`config.mk`:
```
export PLATFORM = sky130hd
export DESIGN_NAME = rvb_seq
export DESIGN_NICKNAME = d
export VERILOG_FILES = /design/src/rtl/core/rvb_pkg.sv /design/src/rtl/core/rvb_seq.sv
export SDC_FILE = /design/constraint.sdc
export NUM_CORES = 1
export LEC_CHECK = 0
export ABC_AREA = 0
export BUFFER_PORTS_ARGS = -buffer_cell sky130_fd_sc_hd__buf_2
export CAP_MARGIN = 40
export CELL_PAD_IN_SITES_DETAIL_PLACEMENT = 0
export CELL_PAD_IN_SITES_GLOBAL_PLACEMENT = 1
export CORE_MARGIN = 1.5
export CORE_UTILIZATION = 30
export DETAILED_ROUTE_END_ITERATION = 10
export GPL_ROUTABILITY_DRIVEN = 0
export GPL_TIMING_DRIVEN = 0
export PLACE_DENSITY = 0.61
export SETUP_SLACK_MARGIN = 0.1
export SYNTH_ARGS = -nofsm -noshare
export SYNTH_HDL_FRONTEND = slang
export SYNTH_SLANG_ARGS = --single-unit
```
`constraint.sdc`:
```
create_clock -name clock -period 17.3 [get_ports clock]
set_input_delay 5.19 -clock clock [delete_from_list [all_inputs] [get_ports clock]]
set_output_delay 5.19 -clock clock [all_outputs]
set_load 0.02 [all_outputs]
```
`src/rtl/core/rvb_pkg.sv`:
```
// Shared types and constants for the stereo Schroeder reverberator.
// No dependencies; imported by most other files, though not by the sample and result interfaces or the port checks.
package rvb_pkg;

   localparam int SAMPLE_BITS_DEF   = 16;
   localparam int INTERNAL_BITS_DEF = 24;

   localparam int NUM_RINGS  = 9;
   localparam int RING_DEPTH = 8703;
   localparam int RING_AW    = 14;
   localparam int POS_W      = 12;
   localparam int UNIT_W     = 4;
   localparam int GAIN_W     = 15;
   localparam int MIX_W      = 16;
   localparam int CSR_IDX_W  = 3;
   localparam int CSR_DW     = 16;

   // Ring order: allpass a,b,c, comb a..d, left and right decorrelation.
   localparam logic [RING_AW-1:0] RING_BASE [NUM_RINGS] =
      '{14'd0, 14'd389, 14'd516, 14'd559, 14'd2336, 14'd4183, 14'd6176, 14'd8313, 14'd8524};
   localparam logic [POS_W-1:0] RING_LEN [NUM_RINGS] =
      '{12'd389, 12'd127, 12'd43, 12'd1777, 12'd1847, 12'd1993, 12'd2137, 12'd211, 12'd179};

   localparam logic [UNIT_W-1:0] UNIT_AP_LAST  = 4'd2;
   localparam logic [UNIT_W-1:0] UNIT_CB_FIRST = 4'd3;
   localparam logic [UNIT_W-1:0] UNIT_CB_LAST  = 4'd6;
   localparam logic [UNIT_W-1:0] UNIT_DL       = 4'd7;
   localparam logic [UNIT_W-1:0] UNIT_DR       = 4'd8;

   localparam logic [17:0] AP_GAIN = 18'd22938;
   localparam logic [MIX_W-1:0] UNITY = 16'd32768;

   localparam logic [GAIN_W-1:0] GAIN0_RST = 15'd24804;
   localparam logic [GAIN_W-1:0] GAIN1_RST = 15'd24534;
   localparam logic [GAIN_W-1:0] GAIN2_RST = 15'd23980;
   localparam logic [GAIN_W-1:0] GAIN3_RST = 15'd23445;
   localparam logic [MIX_W-1:0]  WET_RST   = 16'd9830;

   typedef enum logic [CSR_IDX_W-1:0] {
      CSR_GAIN0 = 3'd0,
      CSR_GAIN1 = 3'd1,
      CSR_GAIN2 = 3'd2,
      CSR_GAIN3 = 3'd3,
      CSR_WET   = 3'd4,
      CSR_LPEN  = 3'd5
   } rvb_csr_type;

   typedef enum logic [3:0] {
      PH_IDLE, PH_AP_MUL, PH_AP_ADD, PH_AP_WR, PH_AP_OUT,
      PH_CB_MUL, PH_CB_ADD, PH_CB_WR, PH_LP, PH_DL_WR, PH_DR_WR,
      PH_MIX_D, PH_MIX_L, PH_MIX_R, PH_MIX_O
   } rvb_phase_type;

   typedef struct packed {
      rvb_phase_type     phase;
      logic [UNIT_W-1:0] unit;
      logic              cap;
      logic [UNIT_W-1:0] cap_unit;
      logic              cap_zero;
   } rvb_ctl_type;

endpackage

```
`src/rtl/core/rvb_seq.sv`:
```
// Sequencer: phase state machine, ring positions and memory addressing.
// Uses rvb_pkg for the phase type, the control struct and the ring table.
module rvb_seq import rvb_pkg::*; (
   input  logic               clock,
   input  logic               reset,
   input  logic               req_fire,
   input  logic               out_free,
   output logic               req_ready,
   output logic               out_load,
   output logic               mem_we,
   output logic [RING_AW-1:0] mem_addr,
   output rvb_ctl_type        ctl
);
   rvb_phase_type     phase_ff, phase_in;
   logic [UNIT_W-1:0] unit_ff, unit_in;
   logic [POS_W-1:0]  pos_ff [NUM_RINGS];
   logic [NUM_RINGS-1:0] wrap_ff;
   logic              cap_ff, cap_zero_ff;
   logic [UNIT_W-1:0] cap_unit_ff;
   logic [POS_W-1:0]  pos_cur;

   always_comb begin
      phase_in = phase_ff;
      unit_in  = unit_ff;
      unique case (phase_ff)
         PH_IDLE: begin
            if (req_fire) begin
               phase_in = PH_AP_MUL;
               unit_in  = '0;
            end
         end
         PH_AP_MUL: phase_in = PH_AP_ADD;
         PH_AP_ADD: phase_in = PH_AP_WR;
         PH_AP_WR:  phase_in = PH_AP_OUT;
         PH_AP_OUT: begin
            phase_in = (unit_ff == UNIT_AP_LAST) ? PH_CB_MUL : PH_AP_MUL;
            unit_in  = unit_ff + 4'd1;
         end
         PH_CB_MUL: phase_in = PH_CB_ADD;
         PH_CB_ADD: phase_in = PH_CB_WR;
         PH_CB_WR: begin
            phase_in = (unit_ff == UNIT_CB_LAST) ? PH_LP : PH_CB_MUL;
            unit_in  = unit_ff + 4'd1;
         end
         PH_LP:     phase_in = PH_DL_WR;
         PH_DL_WR: begin
            phase_in = PH_DR_WR;
            unit_in  = unit_ff + 4'd1;
         end
         PH_DR_WR:  phase_in = PH_MIX_D;
         PH_MIX_D:  phase_in = PH_MIX_L;
         PH_MIX_L:  phase_in = PH_MIX_R;
         PH_MIX_R:  phase_in = PH_MIX_O;
         PH_MIX_O:  phase_in = out_free ? PH_IDLE : PH_MIX_O;
         default:   phase_in = PH_IDLE;
      endcase
   end

   assign pos_cur = pos_ff[unit_ff];

   always_comb begin
      req_ready = (phase_ff == PH_IDLE);
      out_load  = (phase_ff == PH_MIX_O) && out_free;
      mem_we    = (phase_ff == PH_AP_WR) || (phase_ff == PH_CB_WR) ||
                  (phase_ff == PH_DL_WR) || (phase_ff == PH_DR_WR);
      mem_addr  = RING_BASE[unit_ff] + {2'b00, pos_cur};
      ctl.phase    = phase_ff;
      ctl.unit     = unit_ff;
      ctl.cap      = cap_ff;
      ctl.cap_unit = cap_unit_ff;
      ctl.cap_zero = cap_zero_ff;
   end

   // An entry holds data only once its ring has wrapped; before that it reads as zero.
   always_ff @(posedge clock) begin
      if (reset) begin
         phase_ff    <= PH_IDLE;
         unit_ff     <= '0;
         wrap_ff     <= '0;
         cap_ff      <= 1'b0;
         cap_unit_ff <= '0;
         cap_zero_ff <= 1'b0;
         for (int i = 0; i < NUM_RINGS; i++) begin
            pos_ff[i] <= '0;
         end
      end else begin
         phase_ff    <= phase_in;
         unit_ff     <= unit_in;
         cap_ff      <= mem_we;
         cap_unit_ff <= unit_ff;
         cap_zero_ff <= !wrap_ff[unit_ff];
         if (mem_we) begin
            if (pos_cur == RING_LEN[unit_ff] - 12'd1) begin
               pos_ff[unit_ff]  <= '0;
               wrap_ff[unit_ff] <= 1'b1;
            end else begin
               pos_ff[unit_ff] <= pos_cur + 12'd1;
            end
         end
      end
   end
endmodule

```
==> run_results.csv <==
group,metric,value,unit
detailed_routing,drt_first_pass_iters,5,
detailed_routing,vias,7162,
synthesis,yosysTopAreaCell,"edfxtp_1",
layout,seq_area,0.00631,mm²
grt,grt_use_total,18.6,%
clock_network,cts_resized,0,
clock_network,clk_latency,0.53,ns
clock_network,cts_root_buf,"clkbuf_16",
synthesis,ys_top_cells_by_count,"edfxtp_1 (192), nor3_1 (128), mux4_2 (50)",
timing,period_share,64.4,%
floorplan,core_region_area,0.0348,mm²
layout,stdcell_area,0.0125,mm²
layout,multi_input_area,0.00395,mm²
synthesis,synth_edf_count,192,
placed_design,dpl-instance-area,0.0117,mm²
setup_path,crit_chain,"buf_6 -> buf_6 -> buf_2 -> mux4_2 -> a22oi_1 -> nand2_1 -> clkbuf_1 -> ha_1 -> fa_1 -> a21o_1 -> a21oi_1 -> o21bai_1 -> a2111oi_0 -> o41ai_1 -> a31oi_1 -> xor2_1 -> buf_2",
floorplan,start_util,30.7,%
timing,finalSetupTns,0,ns
placed_design,pre_cts_ws,6.32,ns
detailed_routing,wl_met2,15900,µm
floorplan,io_pins,35,
clock_network,numCtsBuffers,24,
synthesis,synthesis.area,0.0107,mm²
setup_path,required,12.11,ns
detailed_routing,highest_layer,"met4",
synthesis,ys.flop_type,"edfxtp_1",
detailed_routing,via_per_inst,5.36,
flow_run,max-cap-violations,0,
setup_path,critPathSlowestCell,"mux4_2",
timing,tightest_slew,0.982,ns
layout,diodes,0,
floorplan,die_w,192,µm
placed_design,dp_hpwl,23200,µm
power,p_leak,0.00435,µW
layout,final_util,36.0,%
floorplan,die-area,0.0368,mm²
synthesis,yosysMostFrequentCell,"edfxtp_1",
floorplan,die_h,192,µm
timing,skew,0.0210,ns
min_path,hp-class,"reg -> reg",
timing,fin_crit,11.15,ns
grt,first_global_vias,7172,
synthesis,postSynth.asyncResetShare,0,%
timing,finalSetupViolCount,0,
timing,fmax,89.7,MHz
layout,final_layout_size_suffix_gt1_share,22.6,%
synthesis,synth-seq-cells,219,
setup_path,worst_ep_arrival_time,5.96,ns
clock_network,postCtsHoldBufs,0,
timing,slew_headroom,34.1,%
timing,rsz0062_at_grt,"false",
clock_network,clkTransAtPathRegs,0.07,ns
setup_path,crit_path_max_fanout,11,
synthesis,synth_cell_type_count,58,
timing,slew_violations,0,
clock_network,cts_tree,"yes",
setup_path,worst-setup-path-type,"reg -> out",
status,status,"finished, final reports clean",
synthesis,yosysWarnings,0,
layout,fillers,3368,
clock_network,clockBufferDepth,3,
clock_network,clock-sinks,219,
setup_path,start_kind,"flip-flop",
synthesis,yosysSeqAreaShare,59.0,%
power,total_power,1200,µW
detailed_routing,drt-total-wl,33500,µm
layout,syn2layout_area_growth,17.1,%
detailed_routing,ant_nets,0,
floorplan,num_rows,68,
setup_path,critical-path-max-stage-delay,0.62,ns
synthesis,synth.top_cell.area_share,54.0,%
detailed_routing,met1_length,14800,µm
layout,nets,889,
detailed_routing,met3WireLength,2040,µm
clock_network,htree_levels,1,
timing,final_hold_viol_count,0,
placed_design,io_buffers,34,
setup_path,cp-end-kind,"output pin",
synthesis,syn_nets,812,
grt,grt_max_degree,15,
detailed_routing,wl_per_cell,25.1,µm
grt,antenna_found_initial,0,
synthesis,netlist_instances,787,
synthesis,syn_avg_cell_area,13.6,µm²
grt,grt_first_pass_wirelength,49500,µm
synthesis,synth_area_leaders,"edfxtp_1 (54%), mux4_2 (11%), nor3_1 (6.0%)",
timing,finalWorstSetupSlack,6.15,ns
detailed_routing,drcViolationCount,0,
power,powerDensity,95.8,mW/mm²
clock_network,postCtsSetupBuffers,0,
power,max-vdd-ir-drop,0.0606,mV
detailed_routing,drt_iter0_markers,831,
grt,globalRouteOverflowTotal,0,
==> worst paths after layout <==
check	endpoint	slack (ns)	depth (start not counted)	start
min	wrap_ff[0]	0.49	2	wrap_ff[0]
max	mem_addr[12]	6.15	17	flip-flop
max reg2reg	pos_ff[15][6]	12.62	13	flip-flop
min reg2reg	wrap_ff[0]	0.49	2	wrap_ff[0]
==> power breakdown <==
group          switching (µW)  internal (µW)  leakage [µW]
Combinational            40.9           20.0       0.00175
Clock                     222            333      0.000426
Sequential               3.37            580       0.00217
Total                     267            933       0.00435
==> stage by stage <==
stage / hold slack [ns] / cells
after floorplan: 0.465 / 787
after global placement: 0.475 / 1276
after detailed placement: 0.477 / 1293
after CTS: 0.488 / 1337
after global routing: 0.501 / 1337
final: 0.488 / 1337
==> placed cells by master (no fill, tap or decap), drive strengths merged, types with 22 or more instances in the layout <==
master | netlist | routed
nor3 | 128 | 128
nor2 | 23 | 23
clkbuf | 34 | 64
nand3 | 22 | 22
a21oi | 22 | 22
inv | 23 | 24
nand2 | 35 | 35
mux4 | 50 | 50
edfxtp | 192 | 192
dfxtp | 27 | 27
buf | 31 | 82
==> layout make-up <==
type,instances,share of cell area [%]
Buffer,65,2.76
Clock buffer,30,5.57
Timing Repair Buffer,51,3.18
Tap cell,455,4.55
Multi-Input combinational cell,480,31.5
Inverter,23,0.690
Clock inverter,14,1.33
Sequential cell,219,50.4
==> critical path: cells and delay by family, from the launching register on <==
family | cells | cell delay [ns]
xor gates and xnor gates | 1 | 0.16
muxes | 1 | 0.62
and+or+nand+nor | 1 | 0.18
DFF | 1 | 0.37
AOI/OAI and AO/OA | 7 | 1.81
adders and majority gates | 2 | 0.79
buffers and inverters | 5 | 1.49
==> sequential cells by signal (all words and copies together), names as in the netlist, named ones only <==
name and flops:
pos_ff 192, wrap_ff 9, cap_unit_ff 4, phase_ff 4
unit_ff 4, cap_ff 1, cap_zero_ff 1
==> layer usage <==
metal / up-vias / GRT usage [%]
met5: - / 0
li1: 3214 / -
met2: 270 / 30.7
met1: 3629 / 25.4
met3: 49 / 2.94
met4: 0 / 4.90
==> cell families after synthesis <==
| family | after synthesis | share of synthesized area (%) |
|---|---|---|
| xor+xnor | 29 | 2.38 |
| flops | 219 | 59.0 |
| compound gates | 95 | 6.77 |
| simple gates | 262 | 12.5 |
| fa+ha+maj | 21 | 2.53 |
| mux | 73 | 12.8 |
| buf+inv | 88 | 4.04 |
No activity file was read; power rests on OpenSTA's default activity.
