==> src/rtl/core/rvb_pkg.sv <==
// Shared types and constants for the stereo Schroeder reverberator.
// No dependencies; imported by most other files, though not by the sample and result interfaces or the port checks.
package rvb_pkg;

   localparam int SAMPLE_BITS_DEF   = 16;
   localparam int INTERNAL_BITS_DEF = 24;

   localparam int NUM_RINGS  = 9;
   localparam int RING_DEPTH = 8703;
   localparam int RING_AW    = 14;
   localparam int POS_W      = 12;
   localparam int UNIT_W     = 4;
   localparam int GAIN_W     = 15;
   localparam int MIX_W      = 16;
   localparam int CSR_IDX_W  = 3;
   localparam int CSR_DW     = 16;

   // Ring order: allpass a,b,c, comb a..d, left and right decorrelation.
   localparam logic [RING_AW-1:0] RING_BASE [NUM_RINGS] =
      '{14'd0, 14'd389, 14'd516, 14'd559, 14'd2336, 14'd4183, 14'd6176, 14'd8313, 14'd8524};
   localparam logic [POS_W-1:0] RING_LEN [NUM_RINGS] =
      '{12'd389, 12'd127, 12'd43, 12'd1777, 12'd1847, 12'd1993, 12'd2137, 12'd211, 12'd179};

   localparam logic [UNIT_W-1:0] UNIT_AP_LAST  = 4'd2;
   localparam logic [UNIT_W-1:0] UNIT_CB_FIRST = 4'd3;
   localparam logic [UNIT_W-1:0] UNIT_CB_LAST  = 4'd6;
   localparam logic [UNIT_W-1:0] UNIT_DL       = 4'd7;
   localparam logic [UNIT_W-1:0] UNIT_DR       = 4'd8;

   localparam logic [17:0] AP_GAIN = 18'd22938;
   localparam logic [MIX_W-1:0] UNITY = 16'd32768;

   localparam logic [GAIN_W-1:0] GAIN0_RST = 15'd24804;
   localparam logic [GAIN_W-1:0] GAIN1_RST = 15'd24534;
   localparam logic [GAIN_W-1:0] GAIN2_RST = 15'd23980;
   localparam logic [GAIN_W-1:0] GAIN3_RST = 15'd23445;
   localparam logic [MIX_W-1:0]  WET_RST   = 16'd9830;

   typedef enum logic [CSR_IDX_W-1:0] {
      CSR_GAIN0 = 3'd0,
      CSR_GAIN1 = 3'd1,
      CSR_GAIN2 = 3'd2,
      CSR_GAIN3 = 3'd3,
      CSR_WET   = 3'd4,
      CSR_LPEN  = 3'd5
   } rvb_csr_type;

   typedef enum logic [3:0] {
      PH_IDLE, PH_AP_MUL, PH_AP_ADD, PH_AP_WR, PH_AP_OUT,
      PH_CB_MUL, PH_CB_ADD, PH_CB_WR, PH_LP, PH_DL_WR, PH_DR_WR,
      PH_MIX_D, PH_MIX_L, PH_MIX_R, PH_MIX_O
   } rvb_phase_type;

   typedef struct packed {
      rvb_phase_type     phase;
      logic [UNIT_W-1:0] unit;
      logic              cap;
      logic [UNIT_W-1:0] cap_unit;
      logic              cap_zero;
   } rvb_ctl_type;

endpackage

==> src/rtl/core/rvb_dp.sv <==
// Datapath: shared multiplier, line taps, comb sum, lowpass and output mix.
// Uses rvb_pkg for the phase type, control struct and gain constants.
module rvb_dp import rvb_pkg::*; #(
   parameter int SB = SAMPLE_BITS_DEF,
   parameter int IB = INTERNAL_BITS_DEF
) (
   input  logic              clock,
   input  logic              reset,
   input  rvb_ctl_type       ctl,
   input  logic              req_fire,
   input  logic [SB-1:0]     sample_in,
   input  logic [GAIN_W-1:0] gain [4],
   input  logic [MIX_W-1:0]  wet_mix,
   input  logic              lowpass_enable,
   input  logic [IB-1:0]     mem_rdata,
   output logic [IB-1:0]     mem_wdata,
   output logic [SB-1:0]     left_out,
   output logic [SB-1:0]     right_out,
   output logic [SB-1:0]     mono_out
);
   localparam int PW = IB + 18;
   localparam int RW = IB + 3;
   localparam int SW = IB + 5;
   localparam int HW = IB + 2;
   localparam logic signed [SW-1:0] I_MAX = SW'((64'sd1 <<< (IB - 1)) - 64'sd1);
   localparam logic signed [SW-1:0] I_MIN = -I_MAX - SW'(1);
   localparam logic signed [SW-1:0] S_MAX = SW'((64'sd1 <<< (SB - 1)) - 64'sd1);
   localparam logic signed [SW-1:0] S_MIN = -S_MAX - SW'(1);

   function automatic logic signed [IB-1:0] sat_int(input logic signed [SW-1:0] v);
      logic signed [SW-1:0] r;
      r = v;
      if (v > I_MAX) r = I_MAX;
      if (v < I_MIN) r = I_MIN;
      return r[IB-1:0];
   endfunction

   function automatic logic signed [SB-1:0] sat_smp(input logic signed [SW-1:0] v);
      logic signed [SW-1:0] r;
      r = v;
      if (v > S_MAX) r = S_MAX;
      if (v < S_MIN) r = S_MIN;
      return r[SB-1:0];
   endfunction

   logic signed [IB-1:0] tap_ff [NUM_RINGS];
   logic signed [IB-1:0] val_ff, v_ff;
   logic signed [SB-1:0] x_ff, left_ff;
   logic signed [PW-1:0] prod_ff;
   logic signed [RW-1:0] dry_ff;
   logic signed [HW-1:0] sum_ff, h0_ff, h1_ff;

   logic signed [IB-1:0] mul_a, tap_cur, x_ext, c_val, filt;
   logic signed [17:0]   mul_b;
   logic [MIX_W-1:0]     wet, dry;
   logic signed [PW-1:0] prod_bias;
   logic signed [RW-1:0] rnd;
   logic signed [SW-1:0] lp_sum;
   logic [UNIT_W-1:0]    gidx;
   logic signed [SB-1:0] right_val;

   assign tap_cur   = tap_ff[ctl.unit];
   assign x_ext     = IB'(x_ff);
   assign wet       = (wet_mix > UNITY) ? UNITY : wet_mix;
   assign dry       = UNITY - wet;
   assign gidx      = ctl.unit - UNIT_CB_FIRST;
   assign prod_bias = prod_ff + PW'(16384);
   assign rnd       = prod_bias[PW-1:15];
   assign c_val     = sat_int(SW'(v_ff) + SW'(rnd));
   assign lp_sum    = SW'(sum_ff) + (SW'(h0_ff) <<< 1) + SW'(h1_ff) + SW'(2);
   assign filt      = lowpass_enable ? sat_int(lp_sum >>> 2) : sat_int(SW'(sum_ff));
   assign mem_wdata = val_ff;

   always_comb begin
      mul_a = '0;
      mul_b = '0;
      unique case (ctl.phase)
         PH_AP_MUL: begin
            mul_a = tap_cur;
            mul_b = AP_GAIN;
         end
         PH_AP_WR: begin
            mul_a = val_ff;
            mul_b = AP_GAIN;
         end
         PH_CB_MUL: begin
            mul_a = tap_cur;
            mul_b = {3'b000, gain[gidx[1:0]]};
         end
         PH_MIX_D: begin
            mul_a = x_ext;
            mul_b = {2'b00, dry};
         end
         PH_MIX_L: begin
            mul_a = tap_ff[UNIT_DL];
            mul_b = {2'b00, wet};
         end
         // The right product is held while the result waits for the output register.
         PH_MIX_R, PH_MIX_O: begin
            mul_a = tap_ff[UNIT_DR];
            mul_b = {2'b00, wet};
         end
         default: begin
            mul_a = '0;
            mul_b = '0;
         end
      endcase
   end

   always_comb begin
      right_val = sat_smp(SW'(rnd) + SW'(dry_ff));
      left_out  = left_ff;
      right_out = right_val;
      mono_out  = sat_smp((SW'(left_ff) + SW'(right_val) + SW'(1)) >>> 1);
   end

   always_ff @(posedge clock) begin
      prod_ff <= PW'(mul_a) * PW'(mul_b);
      if (req_fire) begin
         x_ff   <= sample_in;
         v_ff   <= IB'($signed(sample_in));
      end
      unique case (ctl.phase)
         PH_AP_ADD: val_ff <= c_val;
         PH_AP_OUT: v_ff   <= sat_int(SW'(tap_cur) - SW'(rnd));
         PH_CB_ADD: val_ff <= c_val;
         PH_LP:     val_ff <= filt;
         PH_MIX_L:  dry_ff <= rnd;
         PH_MIX_R:  left_ff <= sat_smp(SW'(rnd) + SW'(dry_ff));
         default: begin
         end
      endcase
   end

   // Taps and lowpass history are part of the filter state and clear at reset.
   always_ff @(posedge clock) begin
      if (reset) begin
         sum_ff <= '0;
         h0_ff  <= '0;
         h1_ff  <= '0;
         for (int i = 0; i < NUM_RINGS; i++) begin
            tap_ff[i] <= '0;
         end
      end else begin
         if (ctl.cap) begin
            tap_ff[ctl.cap_unit] <= ctl.cap_zero ? '0 : mem_rdata;
         end
         if (req_fire) begin
            sum_ff <= '0;
         end else if (ctl.phase == PH_CB_ADD) begin
            sum_ff <= sum_ff + HW'(c_val);
         end
         if (ctl.phase == PH_LP) begin
            h1_ff <= h0_ff;
            h0_ff <= sum_ff;
         end
      end
   end
endmodule

==> config.mk <==
export PLATFORM = sky130hd
export DESIGN_NAME = rvb_dp
export DESIGN_NICKNAME = d
export VERILOG_FILES = /design/src/rtl/core/rvb_pkg.sv /design/src/rtl/core/rvb_dp.sv
export SDC_FILE = /design/constraint.sdc
export NUM_CORES = 2
export LEC_CHECK = 0
export BUFFER_PORTS_ARGS = -buffer_cell sky130_fd_sc_hd__buf_4
export CAP_MARGIN = 40
export CORE_AREA = 2 2 257 322
export DETAILED_ROUTE_END_ITERATION = 10
export DIE_AREA = 0 0 259 324
export HOLD_SLACK_MARGIN = 0.06
export PLACE_DENSITY = 0.78
export REMOVE_ABC_BUFFERS = 1
export SETUP_SLACK_MARGIN = 0.3
export SYNTH_ARGS = -nofsm -noshare
export SYNTH_HDL_FRONTEND = slang
export SYNTH_SLANG_ARGS = --single-unit
==> constraint.sdc <==
create_clock -name clock -period 10.83 [get_ports clock]
set_clock_uncertainty 0.15 [all_clocks]
set_input_delay 1.6245 -clock clock [delete_from_list [all_inputs] [get_ports clock]]
set_output_delay 1.6245 -clock clock [all_outputs]
set_load 0.05 [all_outputs]
==> impl_results.md <==
* Status: finished clean
* CTS clk-pin slew, worst paths at ~60 ps
* Die Wd at between 200 and 300 um
* Critical Path Sink: prod_ff[40]
* Count of buffers from port buffering at approximately 210
* Overflow left after global routing at 0
* Residual DRC count at 0
* Setup TNS at 0 ps
* Fill cell total of the finished layout at 6189
* Antenna Violating Nets Remaining at 0
* Initial drt markers at approximately 3.2k
* Setup crit end kind: flop
* R2r setup slk at 1970 ps
* Initial antenna violation count at 2
* Placeable Area at 81000 sq um
* Largest net degree at the start of global routing at 64
* Crit path launch type: primary input
* Via count at between 30k and 40k
* Final hold vios at 0
* # clock sinks at 596
* DRT Wirelength at roughly 140000 um
* Distinct cells, synth at roughly 100
* RSZ-0062 raised after global routing: true
* Die area at 83900 sq um
* Total of max-cap violations at 0
* Min-delay worst type: reg2reg
* Routed vias/inst at a little over 6
* Post-DP HPWL at 101000 um
* GP Congestion at ~1
* Slowest library cell on the worst path: fa_1
* Layout cells sized above 1 at around 14%
* Most Crowded Layer GR: met2
* Worst Reg-to-Reg Cells at 36
* Clock buffer depth at 3
* Layout Cells excl Fill at between 5k and 6k
* Final Setup Violations at 0
* Synthesized instance count at approximately 4.4k
* CTS tree: done
* Clk_lat worst skew at around 670 ps
* Leak at ~21 nW
* Post-Synthesis Cell Area at 46500 sq um
* First-pass GRT wire length at approximately 210000 um
* Placed cells at about 5.6k
* # H-tree levels at 2
* Final #Nets at 5423
* Worst slew pin tran at approximately 960 ps
* Met3 Resource Use GR at under 10%
* Vias in the first global route at 36.4k
* Syn-to-layout area delta at 11.5%
* Cts bufs inserted at 54
* Top FF cell, synth: edfxtp_1
* Post-synth ARST share at 0%
* # IOs at slightly above 200
* Initial core utilization at a little under three fifths
* Die Height at 324 um
* Crit path max fanout at 24
* Max incr delay on CP at 570 ps
* Synthesized flop and latch total at 596
* Final Max Slew Viols at 0
* Met2 GRT Util at a little under three fifths
* FF-to-FF End: sum_ff[23]
* Crit path top cell by count: fa_1
* Final hold slack at about 320 ps
* Slew margin rel. at 36.0%
* Mean Syn Cell Area at 10.5 sq um
* Post-synth EDFFs at 491
* Worst reg2reg startpoint: prod_ff[16]
* Critical path type: in2reg
* Arr. time, crit path at between 10000 and 15000 ps
* Register area share after synthesis at a little over a third
* Pwr dens at between 200 and 250 nW/um^2
* Drt wl/cell at roughly 24 um
* DRT Pass-1 Iters at 8
* CTS root buf: clkbuf_16
* Achievable Freq at ~99 MHz
* GRT met1 Usage at 37.9%
* Largest vdd supply drop at roughly 390 uV
* Synth warn at 0
* Tcrit/Tclk final at between 90 and 100%
* GRT Total Usage at 33.0%
* CTS Hold Bufs at 0
* CP Data Required Time at roughly 11000 ps
* Row count at roughly 120
* CP startpoint: wet_mix[2]
* Minimum clock period at a little over 10000 ps
-- per-layer routing --
metal,vias up,routed length (um),part of all wire [%]
met5,-,15,0.011
met4,2,10600,7.8
met3,490,12600,9.3
met2,1901,66900,49
met1,17300,46100,34
li1,15500,-,-
-- stage by stage --
step | setup WS [ps] | area [sq um] | utilization [%] | power, mW
after floorplan | -1110 | 45700 | - | 7.48
after global placement | 18.8 | 49800 | 61.5 | 9.44
after detailed placement | -182 | 49900 | 61.6 | 9.54
after CTS | 351 | 51700 | 63.9 | 11.5
after global routing | 244 | 51900 | 64.1 | 12.3
final | 767 | 51900 | 64.1 | 11.7
-- cells by family after synthesis --
logic type / Yosys count / synth area share (%)
AND/OR/NAND/NOR: 1379 / 13.1
buffers and inverters: 764 / 6.23
AO/OA/AOI/OAI: 722 / 10.3
adder cells (fa/ha/maj): 658 / 24.2
flip-flops: 596 / 36.2
XOR/XNOR: 175 / 3.31
multiplexers: 141 / 6.65
-- sequential cells by signal (all words and copies together) (netlist names) --
register   count
mem_wdata     24
left_out      16
h0_ff         26
dry_ff        27
v_ff          24
h1_ff         26
prod_ff       27
sum_ff        26
x_ff          16
tap_ff       384
-- worst min-delay path by stage --
stage | startpoint | end | slack, ps | cells after the start
after global placement | h1_ff[0] | h1_ff[0] | 300 | 2
after global routing | h1_ff[1] | h1_ff[1] | 350 | 2
after CTS | h1_ff[2] | h1_ff[2] | 320 | 2
after detailed placement | h1_ff[1] | h1_ff[1] | 310 | 2
final | h1_ff[21] | h1_ff[21] | 320 | 2
after floorplan | h1_ff[1] | h1_ff[1] | 280 | 2
-- cell usage after synthesis, types with 10 or more instances --
master | number | area [sq um]
nor2_1 | 425 | 1600
a221o_1 | 20 | 200
and2_1 | 60 | 375
o21ai_0 | 136 | 681
nand4_1 | 15 | 93.8
a211o_1 | 10 | 87.6
nor3_1 | 38 | 190
xnor2_1 | 119 | 1040
xor2_1 | 55 | 482
edfxtp_1 | 491 | 14700
dfxtp_1 | 105 | 2100
nand3_1 | 62 | 310
buf_1 | 14 | 52.6
o21ai_1 | 18 | 90.1
or2_2 | 11 | 68.8
a21oi_1 | 242 | 1210
o21a_1 | 36 | 270
inv_1 | 552 | 2070
fa_1 | 405 | 8110
ha_1 | 253 | 3170
nand2b_1 | 64 | 400
nor2b_1 | 65 | 407
o21bai_1 | 19 | 143
a222oi_1 | 15 | 150
nand2_1 | 572 | 2150
a21o_1 | 68 | 510
mux4_2 | 134 | 3020
a22oi_1 | 14 | 105
a221oi_1 | 24 | 210
clkbuf_1 | 187 | 702
o211ai_1 | 16 | 120
and3_1 | 26 | 163
-- power by group --
part	total [mW]	internal (mW)	switching, mW
sequential	2.93	2.73	0.191
clock	1.98	1.10	0.881
combinational	6.76	2.42	4.34
-- worst max-delay path, delay by kind of cell --
kind / cells / cell delay [ps]
AND/OR/NAND/NOR: 12 / 2520
AO/OA/AOI/OAI: 12 / 2340
buffers and inverters: 5 / 500
adder cells (fa/ha/maj): 7 / 3310
XOR/XNOR: 1 / 140
-- cell usage in the layout, fill, tap and decap left out, types with 65 or more instances in the layout --
| master | n |
|---|---|
| inv_1 | 551 |
| nand2_1 | 570 |
| edfxtp_1 | 491 |
| fa_1 | 405 |
| a21o_1 | 68 |
| xnor2_1 | 116 |
| mux4_2 | 134 |
| o21ai_0 | 133 |
| dfxtp_1 | 105 |
| ha_1 | 251 |
| nor2b_1 | 65 |
| a21oi_1 | 241 |
| nor2_1 | 412 |
| buf_4 | 336 |
-- timing repair --
action / in CTS / in global routing
resized for setup: 2 / 25
pin swaps: 0 / 5
endpoints found under the setup margin: 8 / 15
cloned: 0 / 0
setup buffers: 0 / 4
-- final cells by class --
class | count | area, sq um | area share, %
Inverter | 552 | 2070 | 4.00
Multi-Input combinational cell | 3075 | 27000 | 52.0
Tap cell | 1071 | 1340 | 2.58
Timing Repair Buffer | 352 | 2800 | 5.40
Clock buffer | 65 | 1400 | 2.70
Sequential cell | 596 | 16800 | 32.5
Clock inverter | 34 | 410 | 0.791
Antenna cell | 1 | 2.50 | 0.00483
(Power assumes the default switching activity.)
